===== src/gga_pkg.sv =====
// ----------------------------------------------------------------------------
// gga_pkg
// Shared types and constants of the GGA position parser: character codes,
// header table, field command passed from the byte scanner to the converter.
// ----------------------------------------------------------------------------
package gga_pkg;

  // Characters
  localparam logic [7:0] CharDollar = 8'h24;
  localparam logic [7:0] CharComma  = 8'h2C;
  localparam logic [7:0] CharDot    = 8'h2E;
  localparam logic [7:0] CharZero   = 8'h30;
  localparam logic [7:0] CharNine   = 8'h39;
  localparam logic [7:0] CharN      = 8'h4E;
  localparam logic [7:0] CharE      = 8'h45;
  localparam logic [7:0] CharG      = 8'h47;
  localparam logic [7:0] CharP      = 8'h50;
  localparam logic [7:0] CharA      = 8'h41;

  localparam int HeaderLen = 7;

  // Field widths sized for the widest supported digit counts
  localparam int HiW   = 14;  // integer part / 100, up to 9999
  localparam int LoW   = 7;   // integer part mod 100
  localparam int FracW = 24;  // fraction digits scaled to a fixed count, below 10^7

  localparam logic [31:0] E7        = 32'd10000000;
  localparam logic [30:0] LatLimit  = 31'd900000000;
  localparam logic [30:0] LonLimit  = 31'd1800000000;
  localparam logic [7:0]  HiDegMax  = 8'd180;
  // (2^32 - 1) / 15, exact
  localparam logic [31:0] Recip15   = 32'd286331153;

  localparam int QueueDepth = 4;
  localparam int QPtrW      = $clog2(QueueDepth);

  typedef enum logic [2:0] {
    SCAN_TIME    = 3'd0,
    SCAN_LAT     = 3'd1,
    SCAN_NS      = 3'd2,
    SCAN_NS_REST = 3'd3,
    SCAN_LON     = 3'd4,
    SCAN_EW      = 3'd5
  } scan_t;

  typedef struct packed {
    logic is_lon;
    logic north;
    logic east;
    logic num_ok;
  } fix_tag_t;

  typedef struct packed {
    fix_tag_t           tag;
    logic [HiW-1:0]     hi;
    logic [LoW-1:0]     lo;
    logic [FracW-1:0]   frac;
  } fix_cmd_t;

  function automatic logic [31:0] pow10(input logic [3:0] n);
    logic [31:0] p;
    case (n)
      4'd0:    p = 32'd1;
      4'd1:    p = 32'd10;
      4'd2:    p = 32'd100;
      4'd3:    p = 32'd1000;
      4'd4:    p = 32'd10000;
      4'd5:    p = 32'd100000;
      4'd6:    p = 32'd1000000;
      4'd7:    p = 32'd10000000;
      4'd8:    p = 32'd100000000;
      4'd9:    p = 32'd1000000000;
      default: p = 32'd0;
    endcase
    return p;
  endfunction

  function automatic logic [7:0] header_char(input logic [2:0] idx);
    logic [7:0] c;
    case (idx)
      3'd0:    c = CharDollar;
      3'd1:    c = CharG;
      3'd2:    c = CharP;
      3'd3:    c = CharG;
      3'd4:    c = CharG;
      3'd5:    c = CharA;
      default: c = CharComma;
    endcase
    return c;
  endfunction

endpackage


===== src/gga_if.sv =====
// ----------------------------------------------------------------------------
// gga_if
// Valid/ready stream interfaces: received characters in, position fixes out.
// ----------------------------------------------------------------------------
interface gga_byte_if;
  logic       valid;
  logic       ready;
  logic [7:0] byte_in;

  modport source (output valid, output byte_in, input ready);
  modport sink   (input valid, input byte_in, output ready);
endinterface

interface gga_fix_if;
  logic               valid;
  logic               ready;
  logic signed [30:0] latitude_e7;
  logic signed [31:0] longitude_e7;
  logic               coord_valid;

  modport source (output valid, output latitude_e7, output longitude_e7,
                  output coord_valid, input ready);
  modport sink   (input valid, input latitude_e7, input longitude_e7,
                  input coord_valid, output ready);
endinterface


===== src/gga_front.sv =====
// ----------------------------------------------------------------------------
// gga_front
// Byte scanner: hunts the header, tracks the field position and accumulates
// the latitude and longitude numbers. Pushes one command per finished number.
// ----------------------------------------------------------------------------
module gga_front #(
  parameter int FRAC_DIGITS,
  parameter int INT_DIGITS
) (
  input  logic              clk,
  input  logic              rst,
  gga_byte_if.sink          chars,
  input  logic              q_full,
  output logic              push,
  output gga_pkg::fix_cmd_t push_data
);
  import gga_pkg::*;

  localparam logic [16:0] HiMax = 17'(pow10(4'(INT_DIGITS - 2)) - 32'd1);

  logic [2:0]       header_match, header_match_next;
  logic             in_sentence, in_sentence_next;
  scan_t            scan, scan_next;
  logic [HiW-1:0]   hi, hi_next;
  logic [LoW-1:0]   lo, lo_next;
  logic [FracW-1:0] frac, frac_next;
  logic [2:0]       frac_count, frac_count_next;
  logic             point_seen, point_seen_next;
  logic             digit_seen, digit_seen_next;
  logic             number_ended, number_ended_next;
  logic             int_overflow, int_overflow_next;
  logic             north_flag, north_flag_next;

  logic [HiW-1:0]   f_hi;
  logic [LoW-1:0]   f_lo;
  logic [FracW-1:0] f_frac;
  logic [2:0]       f_cnt;
  logic             f_point, f_digit, f_ended, f_ovf;

  logic [7:0]  b;
  logic        is_digit;
  logic [3:0]  d;
  logic [9:0]  lo10;
  logic [3:0]  carry;
  logic [16:0] new_hi;
  logic [LoW-1:0]   new_lo;
  logic [FracW-1:0] frac_add;
  logic        accept, do_feed, do_clear;

  assign chars.ready = !q_full;
  assign accept      = chars.valid && chars.ready;
  assign b           = chars.byte_in;
  assign is_digit    = (b >= CharZero) && (b <= CharNine);
  assign d           = 4'(b - CharZero);

  // Number accumulator: integer part kept as (value / 100, value mod 100)
  always_comb begin
    lo10  = 10'(lo) * 10'd10 + 10'(d);
    carry = 4'd0;
    for (int i = 1; i < 10; i++) begin
      if (lo10 >= 10'(i * 100)) carry = 4'(i);
    end
    new_hi   = 17'(hi) * 17'd10 + 17'(carry);
    new_lo   = 7'(lo10 - 10'(carry) * 10'd100);
    frac_add = FracW'(24'(d) * 24'(pow10(4'(FRAC_DIGITS - 1) - 4'(frac_count))));

    f_hi    = hi;
    f_lo    = lo;
    f_frac  = frac;
    f_cnt   = frac_count;
    f_point = point_seen;
    f_digit = digit_seen;
    f_ended = number_ended;
    f_ovf   = int_overflow;
    if (!number_ended) begin
      if (is_digit) begin
        if (!point_seen) begin
          if (new_hi > HiMax) begin
            f_ovf = 1'b1;
          end else begin
            f_hi = HiW'(new_hi);
            f_lo = new_lo;
          end
        end else if (frac_count < 3'(FRAC_DIGITS)) begin
          f_frac = frac + frac_add;
          f_cnt  = frac_count + 3'd1;
        end
        f_digit = 1'b1;
      end else if (b == CharDot && !point_seen) begin
        f_point = 1'b1;
      end else begin
        f_ended = 1'b1;
      end
    end
  end

  always_comb begin
    header_match_next = header_match;
    in_sentence_next  = in_sentence;
    scan_next         = scan;
    north_flag_next   = north_flag;
    do_feed           = 1'b0;
    do_clear          = 1'b0;
    push              = 1'b0;
    push_data.tag.is_lon = 1'b0;
    push_data.tag.north  = north_flag;
    push_data.tag.east   = (b == CharE);
    push_data.tag.num_ok = digit_seen && !int_overflow;
    push_data.hi         = hi;
    push_data.lo         = lo;
    push_data.frac       = frac;

    if (accept) begin
      if (!in_sentence) begin
        if (b == header_char(header_match)) begin
          if (header_match == 3'(HeaderLen - 1)) begin
            header_match_next = 3'd0;
            in_sentence_next  = 1'b1;
            scan_next         = SCAN_TIME;
            north_flag_next   = 1'b1;
            do_clear          = 1'b1;
          end else begin
            header_match_next = header_match + 3'd1;
          end
        end else begin
          header_match_next = (b == CharDollar) ? 3'd1 : 3'd0;
        end
      end else begin
        unique case (scan)
          SCAN_TIME: begin
            if (b == CharComma) begin
              scan_next = SCAN_LAT;
              do_clear  = 1'b1;
            end
          end
          SCAN_LAT: begin
            if (b == CharComma) begin
              push      = 1'b1;
              scan_next = SCAN_NS;
            end else begin
              do_feed = 1'b1;
            end
          end
          SCAN_NS: begin
            north_flag_next = (b == CharN);
            if (b == CharComma) begin
              scan_next = SCAN_LON;
              do_clear  = 1'b1;
            end else begin
              scan_next = SCAN_NS_REST;
            end
          end
          SCAN_NS_REST: begin
            if (b == CharComma) begin
              scan_next = SCAN_LON;
              do_clear  = 1'b1;
            end
          end
          SCAN_LON: begin
            if (b == CharComma) scan_next = SCAN_EW;
            else do_feed = 1'b1;
          end
          default: begin
            // hemisphere byte: finish longitude, byte may also open a header
            push                 = 1'b1;
            push_data.tag.is_lon = 1'b1;
            in_sentence_next     = 1'b0;
            scan_next            = SCAN_TIME;
            header_match_next    = (b == CharDollar) ? 3'd1 : 3'd0;
          end
        endcase
      end
    end

    hi_next           = hi;
    lo_next           = lo;
    frac_next         = frac;
    frac_count_next   = frac_count;
    point_seen_next   = point_seen;
    digit_seen_next   = digit_seen;
    number_ended_next = number_ended;
    int_overflow_next = int_overflow;
    if (do_clear) begin
      hi_next           = '0;
      lo_next           = '0;
      frac_next         = '0;
      frac_count_next   = '0;
      point_seen_next   = 1'b0;
      digit_seen_next   = 1'b0;
      number_ended_next = 1'b0;
      int_overflow_next = 1'b0;
    end else if (do_feed) begin
      hi_next           = f_hi;
      lo_next           = f_lo;
      frac_next         = f_frac;
      frac_count_next   = f_cnt;
      point_seen_next   = f_point;
      digit_seen_next   = f_digit;
      number_ended_next = f_ended;
      int_overflow_next = f_ovf;
    end
  end

  always_ff @(posedge clk) begin
    if (rst) begin
      header_match <= 3'd0;
      in_sentence  <= 1'b0;
      scan         <= SCAN_TIME;
    end else begin
      header_match <= header_match_next;
      in_sentence  <= in_sentence_next;
      scan         <= scan_next;
    end
  end

  always_ff @(posedge clk) begin
    hi           <= hi_next;
    lo           <= lo_next;
    frac         <= frac_next;
    frac_count   <= frac_count_next;
    point_seen   <= point_seen_next;
    digit_seen   <= digit_seen_next;
    number_ended <= number_ended_next;
    int_overflow <= int_overflow_next;
    north_flag   <= north_flag_next;
  end

endmodule


===== src/gga_queue.sv =====
// ----------------------------------------------------------------------------
// gga_queue
// Short FIFO of finished field commands between scanner and converter.
// ----------------------------------------------------------------------------
module gga_queue (
  input  logic              clk,
  input  logic              rst,
  input  logic              push,
  input  gga_pkg::fix_cmd_t push_data,
  output logic              full,
  input  logic              pop,
  output logic              pop_valid,
  output gga_pkg::fix_cmd_t pop_data
);
  import gga_pkg::*;

  fix_cmd_t         mem [QueueDepth];
  logic [QPtrW-1:0] wr_ptr, rd_ptr;
  logic [QPtrW:0]   count;

  assign full      = (count == (QPtrW + 1)'(QueueDepth));
  assign pop_valid = (count != '0);
  assign pop_data  = mem[rd_ptr];

  always_ff @(posedge clk) begin
    if (rst) begin
      wr_ptr <= '0;
      rd_ptr <= '0;
      count  <= '0;
    end else begin
      if (push) wr_ptr <= wr_ptr + 1'b1;
      if (pop)  rd_ptr <= rd_ptr + 1'b1;
      count <= count + (QPtrW + 1)'(push) - (QPtrW + 1)'(pop);
    end
  end

  always_ff @(posedge clk) begin
    if (push) mem[wr_ptr] <= push_data;
  end

endmodule


===== src/gga_back.sv =====
// ----------------------------------------------------------------------------
// gga_back
// Converter: three-stage pipeline turning ddmm.mmmm fields into degrees * 1e7,
// range check, latitude hold and the registered fix output.
// ----------------------------------------------------------------------------
module gga_back #(
  parameter int FRAC_DIGITS
) (
  input  logic              clk,
  input  logic              rst,
  input  logic              q_valid,
  input  gga_pkg::fix_cmd_t q_data,
  output logic              q_pop,
  gga_fix_if.source         fix
);
  import gga_pkg::*;

  localparam logic [29:0] FracScale = 30'(pow10(4'(7 - FRAC_DIGITS)));

  // stage 1: minutes scaled to 1e7 / 60 units
  logic        s1_v;
  fix_tag_t    s1_tag;
  logic [29:0] s1_y;
  logic [7:0]  s1_hi;
  logic        s1_hi_big;
  // stage 2: quotient estimate
  logic        s2_v;
  fix_tag_t    s2_tag;
  logic [29:0] s2_y;
  logic [24:0] s2_q0;
  logic [30:0] s2_hm;
  logic        s2_hi_big;
  // stage 3: magnitude
  logic        s3_v;
  fix_tag_t    s3_tag;
  logic [30:0] s3_m;
  logic        s3_rem_zero;
  logic        s3_hi_big;

  logic [29:0] lat_mag;
  logic        lat_ok;

  logic        retire, s3_free, s2_move, s2_free, s1_move, s1_free;
  logic [29:0] y_in;
  logic        hi_big_in;
  logic [56:0] prod;
  logic [29:0] r0;
  logic        q_fix;
  logic [24:0] q;
  logic [30:0] lim, m_next;
  logic        ok, valid_out;

  assign retire  = s3_v && (!s3_tag.is_lon || !fix.valid || fix.ready);
  assign s3_free = !s3_v || retire;
  assign s2_move = s2_v && s3_free;
  assign s2_free = !s2_v || s2_move;
  assign s1_move = s1_v && s2_free;
  assign s1_free = !s1_v || s1_move;
  assign q_pop   = q_valid && s1_free;

  assign y_in      = 30'(q_data.lo) * 30'(E7) + 30'(q_data.frac) * FracScale;
  assign hi_big_in = q_data.hi > HiW'(HiDegMax);

  // y / 60 = (y / 4) / 15, reciprocal low by at most one
  assign prod = 57'(s1_y[29:2]) * 57'(Recip15);

  always_comb begin
    r0     = s2_y - 30'(31'(s2_q0) * 31'd60);
    q_fix  = (r0 >= 30'd60);
    q      = s2_q0 + 25'(q_fix);
    m_next = s2_hm + 31'(q);
  end

  always_comb begin
    lim       = s3_tag.is_lon ? LonLimit : LatLimit;
    ok        = s3_tag.num_ok && !s3_hi_big &&
                ((s3_m < lim) || ((s3_m == lim) && s3_rem_zero));
    valid_out = lat_ok && ok;
  end

  always_ff @(posedge clk) begin
    if (rst) begin
      s1_v      <= 1'b0;
      s2_v      <= 1'b0;
      s3_v      <= 1'b0;
      fix.valid <= 1'b0;
    end else begin
      if (q_pop) s1_v <= 1'b1;
      else if (s1_move) s1_v <= 1'b0;
      if (s1_move) s2_v <= 1'b1;
      else if (s2_move) s2_v <= 1'b0;
      if (s2_move) s3_v <= 1'b1;
      else if (retire) s3_v <= 1'b0;
      if (retire && s3_tag.is_lon) fix.valid <= 1'b1;
      else if (fix.ready) fix.valid <= 1'b0;
    end
  end

  always_ff @(posedge clk) begin
    if (q_pop) begin
      s1_tag    <= q_data.tag;
      s1_y      <= y_in;
      s1_hi     <= q_data.hi[7:0];
      s1_hi_big <= hi_big_in;
    end
    if (s1_move) begin
      s2_tag    <= s1_tag;
      s2_y      <= s1_y;
      s2_q0     <= prod[56:32];
      s2_hm     <= s1_hi_big ? 31'd0 : 31'(s1_hi) * 31'(E7);
      s2_hi_big <= s1_hi_big;
    end
    if (s2_move) begin
      s3_tag      <= s2_tag;
      s3_m        <= m_next;
      s3_rem_zero <= q_fix ? (r0 == 30'd60) : (r0 == 30'd0);
      s3_hi_big   <= s2_hi_big;
    end
    if (retire) begin
      if (!s3_tag.is_lon) begin
        // hold latitude until its longitude arrives
        lat_mag <= ok ? s3_m[29:0] : 30'd0;
        lat_ok  <= ok;
      end else begin
        fix.coord_valid <= valid_out;
        if (!valid_out) begin
          fix.latitude_e7  <= '0;
          fix.longitude_e7 <= '0;
        end else begin
          fix.latitude_e7  <= s3_tag.north ? $signed(31'(lat_mag))
                                           : -$signed(31'(lat_mag));
          fix.longitude_e7 <= (fix.ready || !fix.valid) && s3_tag.east
                              ? $signed({1'b0, s3_m}) : -$signed({1'b0, s3_m});
        end
      end
    end
  end

endmodule


===== src/nmea_gga_position_parser.sv =====
// ----------------------------------------------------------------------------
// nmea_gga_position_parser
// GGA sentence position extractor: bytes in, latitude/longitude fixes out.
// ----------------------------------------------------------------------------
// Takes one character per cycle on chars and never stalls it unless four
// finished fields are still waiting in the queue between the scanner and the
// converter. A fix leaves on fix once the east/west byte's command has passed
// the queue, the three converter stages and the output register; the rate of one
// byte per cycle is set by the scanner, which handles every byte in one step.
// Output backpressure fills the converter pipeline and then the queue before
// chars is held off.
module nmea_gga_position_parser #(
  parameter int FRAC_DIGITS = 5,
  parameter int INT_DIGITS  = 5
) (
  input  logic      clk,
  input  logic      rst,
  gga_byte_if.sink  chars,
  gga_fix_if.source fix
);
  import gga_pkg::*;

  logic     q_full, push, q_pop, q_valid;
  fix_cmd_t push_data, q_data;

  gga_front #(
    .FRAC_DIGITS (FRAC_DIGITS),
    .INT_DIGITS  (INT_DIGITS)
  ) u_front (
    .clk       (clk),
    .rst       (rst),
    .chars     (chars),
    .q_full    (q_full),
    .push      (push),
    .push_data (push_data)
  );

  gga_queue u_queue (
    .clk       (clk),
    .rst       (rst),
    .push      (push),
    .push_data (push_data),
    .full      (q_full),
    .pop       (q_pop),
    .pop_valid (q_valid),
    .pop_data  (q_data)
  );

  gga_back #(
    .FRAC_DIGITS (FRAC_DIGITS)
  ) u_back (
    .clk     (clk),
    .rst     (rst),
    .q_valid (q_valid),
    .q_data  (q_data),
    .q_pop   (q_pop),
    .fix     (fix)
  );

  // a finished field never lands on a full queue
  assert property (@(posedge clk) disable iff (rst) push |-> !q_full)
    else $error("field command pushed into full queue");

  // an invalid fix carries zero coordinates
  assert property (@(posedge clk) disable iff (rst)
    (fix.valid && !fix.coord_valid) |->
      (fix.latitude_e7 == 31'sd0 && fix.longitude_e7 == 32'sd0))
    else $error("invalid fix with nonzero coordinates");

  // a valid fix stays within the latitude range
  assert property (@(posedge clk) disable iff (rst)
    (fix.valid && fix.coord_valid) |->
      (fix.latitude_e7 <= 31'sd900000000 && fix.latitude_e7 >= -31'sd900000000))
    else $error("latitude out of range on a valid fix");

endmodule

===== src/flat_wrapper.sv =====
// flat-port wrapper written by rule: the top's interface ports become plain ports
module nmea_gga_position_parser_flat import gga_pkg::*;
#(
  parameter int FRAC_DIGITS = 5,
  parameter int INT_DIGITS  = 5
)
  (clk, rst, chars_valid, chars_byte_in, chars_ready, fix_valid, fix_latitude_e7, fix_longitude_e7, fix_coord_valid, fix_ready);
  gga_byte_if chars_i ();
  gga_fix_if fix_i ();
  input  logic clk;
  input  logic rst;
  input wire logic [$bits(chars_i.valid)-1:0] chars_valid;
  input wire logic [$bits(chars_i.byte_in)-1:0] chars_byte_in;
  output wire logic [$bits(chars_i.ready)-1:0] chars_ready;
  output wire logic [$bits(fix_i.valid)-1:0] fix_valid;
  output wire logic [$bits(fix_i.latitude_e7)-1:0] fix_latitude_e7;
  output wire logic [$bits(fix_i.longitude_e7)-1:0] fix_longitude_e7;
  output wire logic [$bits(fix_i.coord_valid)-1:0] fix_coord_valid;
  input wire logic [$bits(fix_i.ready)-1:0] fix_ready;
  assign chars_i.valid = chars_valid;
  assign chars_i.byte_in = chars_byte_in;
  assign chars_ready = chars_i.ready;
  assign fix_valid = fix_i.valid;
  assign fix_latitude_e7 = fix_i.latitude_e7;
  assign fix_longitude_e7 = fix_i.longitude_e7;
  assign fix_coord_valid = fix_i.coord_valid;
  assign fix_i.ready = fix_ready;
  nmea_gga_position_parser #(.FRAC_DIGITS(FRAC_DIGITS), .INT_DIGITS(INT_DIGITS)) u_core (.clk(clk), .rst(rst), .chars(chars_i), .fix(fix_i));
endmodule

===== config.mk =====
export PLATFORM = sky130hd
export DESIGN_NAME = nmea_gga_position_parser_flat
export DESIGN_NICKNAME = d
export VERILOG_FILES = /design/src/gga_pkg.sv /design/src/gga_if.sv /design/src/gga_front.sv /design/src/gga_queue.sv /design/src/gga_back.sv /design/src/nmea_gga_position_parser.sv /design/src/flat_wrapper.sv
export SDC_FILE = /design/constraint.sdc
export NUM_CORES = 2
export LEC_CHECK = 0
export BUFFER_PORTS_ARGS = -buffer_cell sky130_fd_sc_hd__buf_2
export CAP_MARGIN = 0
export CORE_ASPECT_RATIO = 0.75
export CORE_MARGIN = 3
export CORE_UTILIZATION = 41
export CTS_BUF_LIST = sky130_fd_sc_hd__clkbuf_8
export CTS_CLUSTER_SIZE = 8
export DETAILED_ROUTE_END_ITERATION = 12
export SLEW_MARGIN = 40
export SYNTH_ARGS = -nofsm -noshare
export SYNTH_HDL_FRONTEND = slang
export SYNTH_SLANG_ARGS = --single-unit

===== constraint.sdc =====
create_clock -name clk -period 18 [get_ports clk]
set_input_delay 1.8 -clock clk [delete_from_list [all_inputs] [get_ports clk]]
set_output_delay 1.8 -clock clk [all_outputs]
set_load 0.03 [all_outputs]

### After elaboration in Yosys (flattened, before gate mapping)

Memories as Yosys holds them, arrays and structs flattened. A register that Yosys moved wholly into a read port is not among the register bits.
Cells that the tools add are included.

* register bits: 337
* bits in latches: 0
* RAM bits: 196
* ROM bits: 480
* input bits: 12
* output and inout bits: 66
* word-level logic and storage cells: 249
* memories: 2

Memories
* (no name shown): words 16, width 30, read ports 1, clocked after Yosys merged registers in 0, wr ports 0, RTL line gga_pkg.sv:62 `case (n)`
* u_core.u_queue.mem: words 4, width 49, read ports 1, clocked after Yosys merged registers in 1, wr ports 1, RTL line gga_queue.sv:17 `fix_cmd_t mem [QueueDepth];`

* add/sub/neg operators: 18
* $mul: 9
* div/mod/pow operators: 0
* magnitude comparators: 16
* eq/ne operators: 25
* shift-type cells: 0
* multiplexer cells: 67
* bitwise operators: 6
* reduce and logical (&&, ||, !) cells: 57

Operators by type and width (count)
* $mux 31: 2
* $mul 28x29->57 const B: 1
* $ge 10x10->1 const B: 4
* $mux 1: 37
* $mux 3: 12
* $mux 4: 8
* $neg 31->32: 1
* $add 31x25->31: 1
* $eq 31x31->1: 1
* $lt 31x31->1: 1
* $neg 30->31: 1
* $add 30x30->30: 1
* $eq 30x6->1 const B: 1
* $ge 10x9->1 const B: 3
* $ge 30x6->1 const B: 1
* $logic_not 30->1: 1
* $mux 30: 1
* $sub 30x30->30: 1
* $mul 24x5->28 const B: 1
* $mul 25x4->28 const B: 1
* $pmux 7 s4: 1
* $add 25x1->25: 1
* $add 24x24->24: 1
* $eq 8x6->1 const B: 3
* other kinds (50): 112

### Logic depth before layout (Yosys ltp)

* depth in word-level cells: 16
* mapped depth: 45
* mapped depth without buffers: 45

### By module

A second synthesis with hierarchy kept.

* cell total of the unflattened synthesis: 3978
* area total of the unflattened synthesis: 42913.7 µm²

By module, submodules not included
* gga_back: times used 1, cells each 2700, area each 27482.6 µm², seq. area each 7737.4 µm²
* gga_front: times used 1, cells each 980, area each 7898.8 µm², seq. area each 1211.2 µm²
* gga_queue: times used 1, cells each 298, area each 7532.2 µm², seq. area each 6065.8 µm²

### Least setup slack after synthesis

OpenSTA, ideal clock, no wires.

* path kind: register to register
* start point: reg u_core.u_back.s2_q0[3]
* end point: reg u_core.u_back.s3_m[27], data pin
* setup time: 260 ps
* data arrival time: 9038 ps
* required time: 17740 ps
* setup slack: 8702 ps
* stages on the path, launching flop included: 45
* buffers on the path: 0
* period minus slack after synthesis: 9298 ps
* cells stage by stage: edfxtp_1 > inv_1 > fa_1 > fa_1 > inv_1 > ha_1 > nor2b_1 > o21a_1 > o21ai_1 > a21oi_1 > o21ai_0 > a21oi_1 > o21ai_0 > nand2_1 > a21o_1 > a21oi_1 > xor2_1 > ha_1 > [9 not listed] > nand2b_1 > ha_1 > and3_1 > nand2_1 > xnor2_1 > ha_1 > fa_1 > a21o_1 > a21oi_1 > o21bai_1 > a21o_1 > a21oi_1 > o21ai_0 > o41ai_1 > o311ai_0 > a21oi_1 > nor2_1 > xor2_1

* word-level cells in the longest chain between the ends: 5

RTL lines
* start: declaration: RTL line gga_back.sv:30 `logic [24:0] s2_q0;`
* start signal: assignment: RTL line gga_back.sv:109 `s2_q0 <= prod[56:32];`
* $mul 25x4->28: RTL line gga_back.sv:68 `r0 = s2_y - 30'(31'(s2_q0) * 31'd60);`
* $sub 30x30->30: RTL line gga_back.sv:68
* $ge 30x6->1: RTL line gga_back.sv:69 `q_fix = (r0 >= 30'd60);`
* $add 25x1->25 (*): RTL line gga_back.sv:70 `q = s2_q0 + 25'(q_fix);`
* $add 31x25->31 (*): RTL line gga_back.sv:71 `m_next = s2_hm + 31'(q);`
* net u_core.u_back.m_next[27]: RTL line gga_back.sv:50 `logic [30:0] lim, m_next;`
* end signal: assignment: RTL line gga_back.sv:115 `s3_m <= m_next;`
* end: declaration: RTL line gga_back.sv:36 `logic [30:0] s3_m;`

Mark *: on every way through the listed nets, which the timed path passes. The rest lies on a longest branch.
A chain may end at the register's enable or synchronous reset.

### Final worst setup path

Same ends and word-level chain as after synthesis.

==> flow_summary.ini <==
[run_status]
outcome = complete, no violations

[route]
first_pass_iters = 5
viasPerCell = 5.12
drc = 0
initialDrtViolationCount = 1596
antenna_left = 0
routed_wirelength_mm = 87.9
num_vias = 27800
wl_per_cell_um = 16.2

[sta]
setup_violations = 0
fin_worst_skew_ns = 0.0479
slew_headroom = 0.470
fmaxAchievable_ghz = 0.0940
rsz0062_at_grt = false
period_share = 0.591
drv_slew = 0
hold_viol = 0
final.setup.tns_ns = 0
period_needed_ns = 10.64
worst_slew_pin_slew_ns = 0.794

[floorplan]
die_y_um = 285
ios = 78
num_rows = 101
start_util = 0.416
coreArea_um2 = 102000
fp.dieW_um = 377
dieArea_um2 = 107000

[yosys]
synth.most_common_cell = ha_1
ys_seq_area_frac = 0.354
synth_fa_ha_area_frac = 0.292
syn-cell-area_um2 = 42400
async_flop_share = 0
ys_seq_elements = 524
synth_top_family_by_area = adder cells
synthSimpleGateAreaFrac = 0.115
synth.distinct_cells = 92
yosys-top-cells-count = ha_1, inv_1, edfxtp_1
synth_xor_xnor_area_share = 0.0621
synthMuxAreaShare = 0.0311
synthCells = 3907
synth_compound_area_frac = 0.0948
avgSynthCellArea_um2 = 10.9
synth_edf_count = 452
ys_warn_count = 0
yosys.area.top_type_share = 0.320
synth.net_count = 4754
synth.area.top_cells = edfxtp_1, ha_1, fa_1
synth_top_cell_by_area = edfxtp_1
synth_ff_type = edfxtp_1

[cts]
clk_latency_ns = 0.73
clockBufferDepth = 3
numCtsBuffers = 85
clkSinkCount = 524
hold_buffers = 0
cts_root_buf = clkbuf_8
cts_tree = yes
htreeDepth = 3
cts.repair.resized = 0
postCtsSetupRepairBufs = 0
clk_pin_slew_ns = 0.06

[worst_setup_path]
cp.required_ns = 18.46
critPathMaxFanout = 7
cpPeakStageDelay_ns = 0.66
crit_family = compound AO/OA/AOI/OAI gates
cp_common_cell = a21oi_1
path_class = flop to flop
arrival_ns = 11.10
end_kind = flop
startpoint_type = flop
path_buf_inv = 2
crit_slowest_cell = o41ai_1

[global_route]
grt_pass1_vias = 27400
grt_max_degree = 71
grt_pass1_wl_mm = 145
grt_overflow = 0
antenna_found_initial = 5
grtUsageTotal = 0.167

[final_layout]
drive_gt1_frac = 0.0774
area_growth_pct = 8.50
finalNetCount = 4867

[worst_hold_path]
holdCritPathClass = flop to flop

[placed_design]
gp_congestion = 0.864
dp_hpwl_mm = 68.3
io_buffers = 77

[flow_run]
cap_violations = 0
[final cells by class]
cell class,instances,area [um^2]
clock inverter,60,373
inverter,505,1900
clock buffer,89,1220
timing repair buffer,94,544
multi-input combinational,2810,25300
sequential,524,15000
tap,1339,1680
antenna,3,7.51
fill,9577,55800
[through the flow]
step / std cells / util / setup WS [ns] / hold WS [ns] / area, um^2
4_1_cts: 5420 / 0.451 / 7.42 / 0.413 / 46000
3_5_place_dp: 5271 / 0.436 / 7.49 / 0.405 / 44400
6_report: 5424 / 0.452 / 7.36 / 0.415 / 46000
3_3_place_gp: 5269 / 0.435 / 7.60 / 0.402 / 44300
5_1_grt: 5423 / 0.452 / 6.50 / 0.422 / 46000
2_1_floorplan: 3907 / - / 8.70 / 0.400 / 42400
[cells by family after synthesis]
logic type               after synthesis
AND/OR/NAND/NOR                      969
adder cells (fa/ha/maj)              835
AO/OA/AOI/OAI                        632
buffers and inverters                573
flip-flops                           524
XOR/XNOR                             299
multiplexers                          75
[state kept, by name, indices dropped and copies added, names as in the netlist, 8 cells and up, named ones only]
name and count:
u_core.u_queue.mem 196, u_core.u_back.fix.longitude_e7 32, u_core.u_back.fix.latitude_e7 31, u_core.u_back.s3_m 31
u_core.u_back.lat_mag 30, u_core.u_back.s1_y 28, u_core.u_back.s2_y 28, u_core.u_back.s2_q0 25
u_core.u_back.s2_hm 24, u_core.u_front.frac 24, u_core.u_front.hi 14, u_core.u_back.s1_hi 8
[metal layers]
layer | vias to the layer above | part of all wire | GRT usage
met5 | - | 0.0012 | 0.00719
met4 | 2 | 0.014 | 0.0321
met3 | 90 | 0.049 | 0.0335
met2 | 464 | 0.42 | 0.244
met1 | 13300 | 0.51 | 0.254
li1 | 13900 | - | -
[final timing paths]
path | startpoint | end | slack, ns | cells after the start
max | u_core.u_back.s2_q0[3] | u_core.u_back.s3_m[27] | 7.36 | 44
min reg2reg | u_core.u_back.s1_tag[3] | u_core.u_back.s2_tag[3] | 0.41 | 0
min | u_core.u_back.s1_tag[3] | u_core.u_back.s2_tag[3] | 0.41 | 0
max reg2reg | u_core.u_back.s2_q0[3] | u_core.u_back.s3_m[27] | 7.36 | 44
[layout by cell type (no fill, tap or decap), types with 27 or more instances in the layout]
master | Yosys | routed
nor3_1 | 79 | 77
nand2b_1 | 47 | 46
xor2_1 | 108 | 108
nand2_1 | 189 | 189
and3_1 | 33 | 32
ha_1 | 579 | 579
edfxtp_1 | 452 | 452
inv_1 | 503 | 539
o21ai_0 | 106 | 105
mux4_2 | 45 | 45
fa_1 | 256 | 256
nand4_1 | 29 | 29
dfxtp_1 | 72 | 70
a211oi_1 | 27 | 27
nand3_1 | 49 | 49
o21a_1 | 30 | 30
a21o_1 | 78 | 78
nor2_1 | 294 | 294
a21oi_1 | 206 | 205
buf_2 | 2 | 77
clkbuf_8 | 0 | 89
and2_1 | 70 | 66
a31oi_1 | 29 | 29
nor2b_1 | 53 | 48
xnor2_1 | 190 | 190
Power is left out: the tool's default activity adds up to more than one toggle a clock period on the data nets, which glitch-free logic cannot reach.
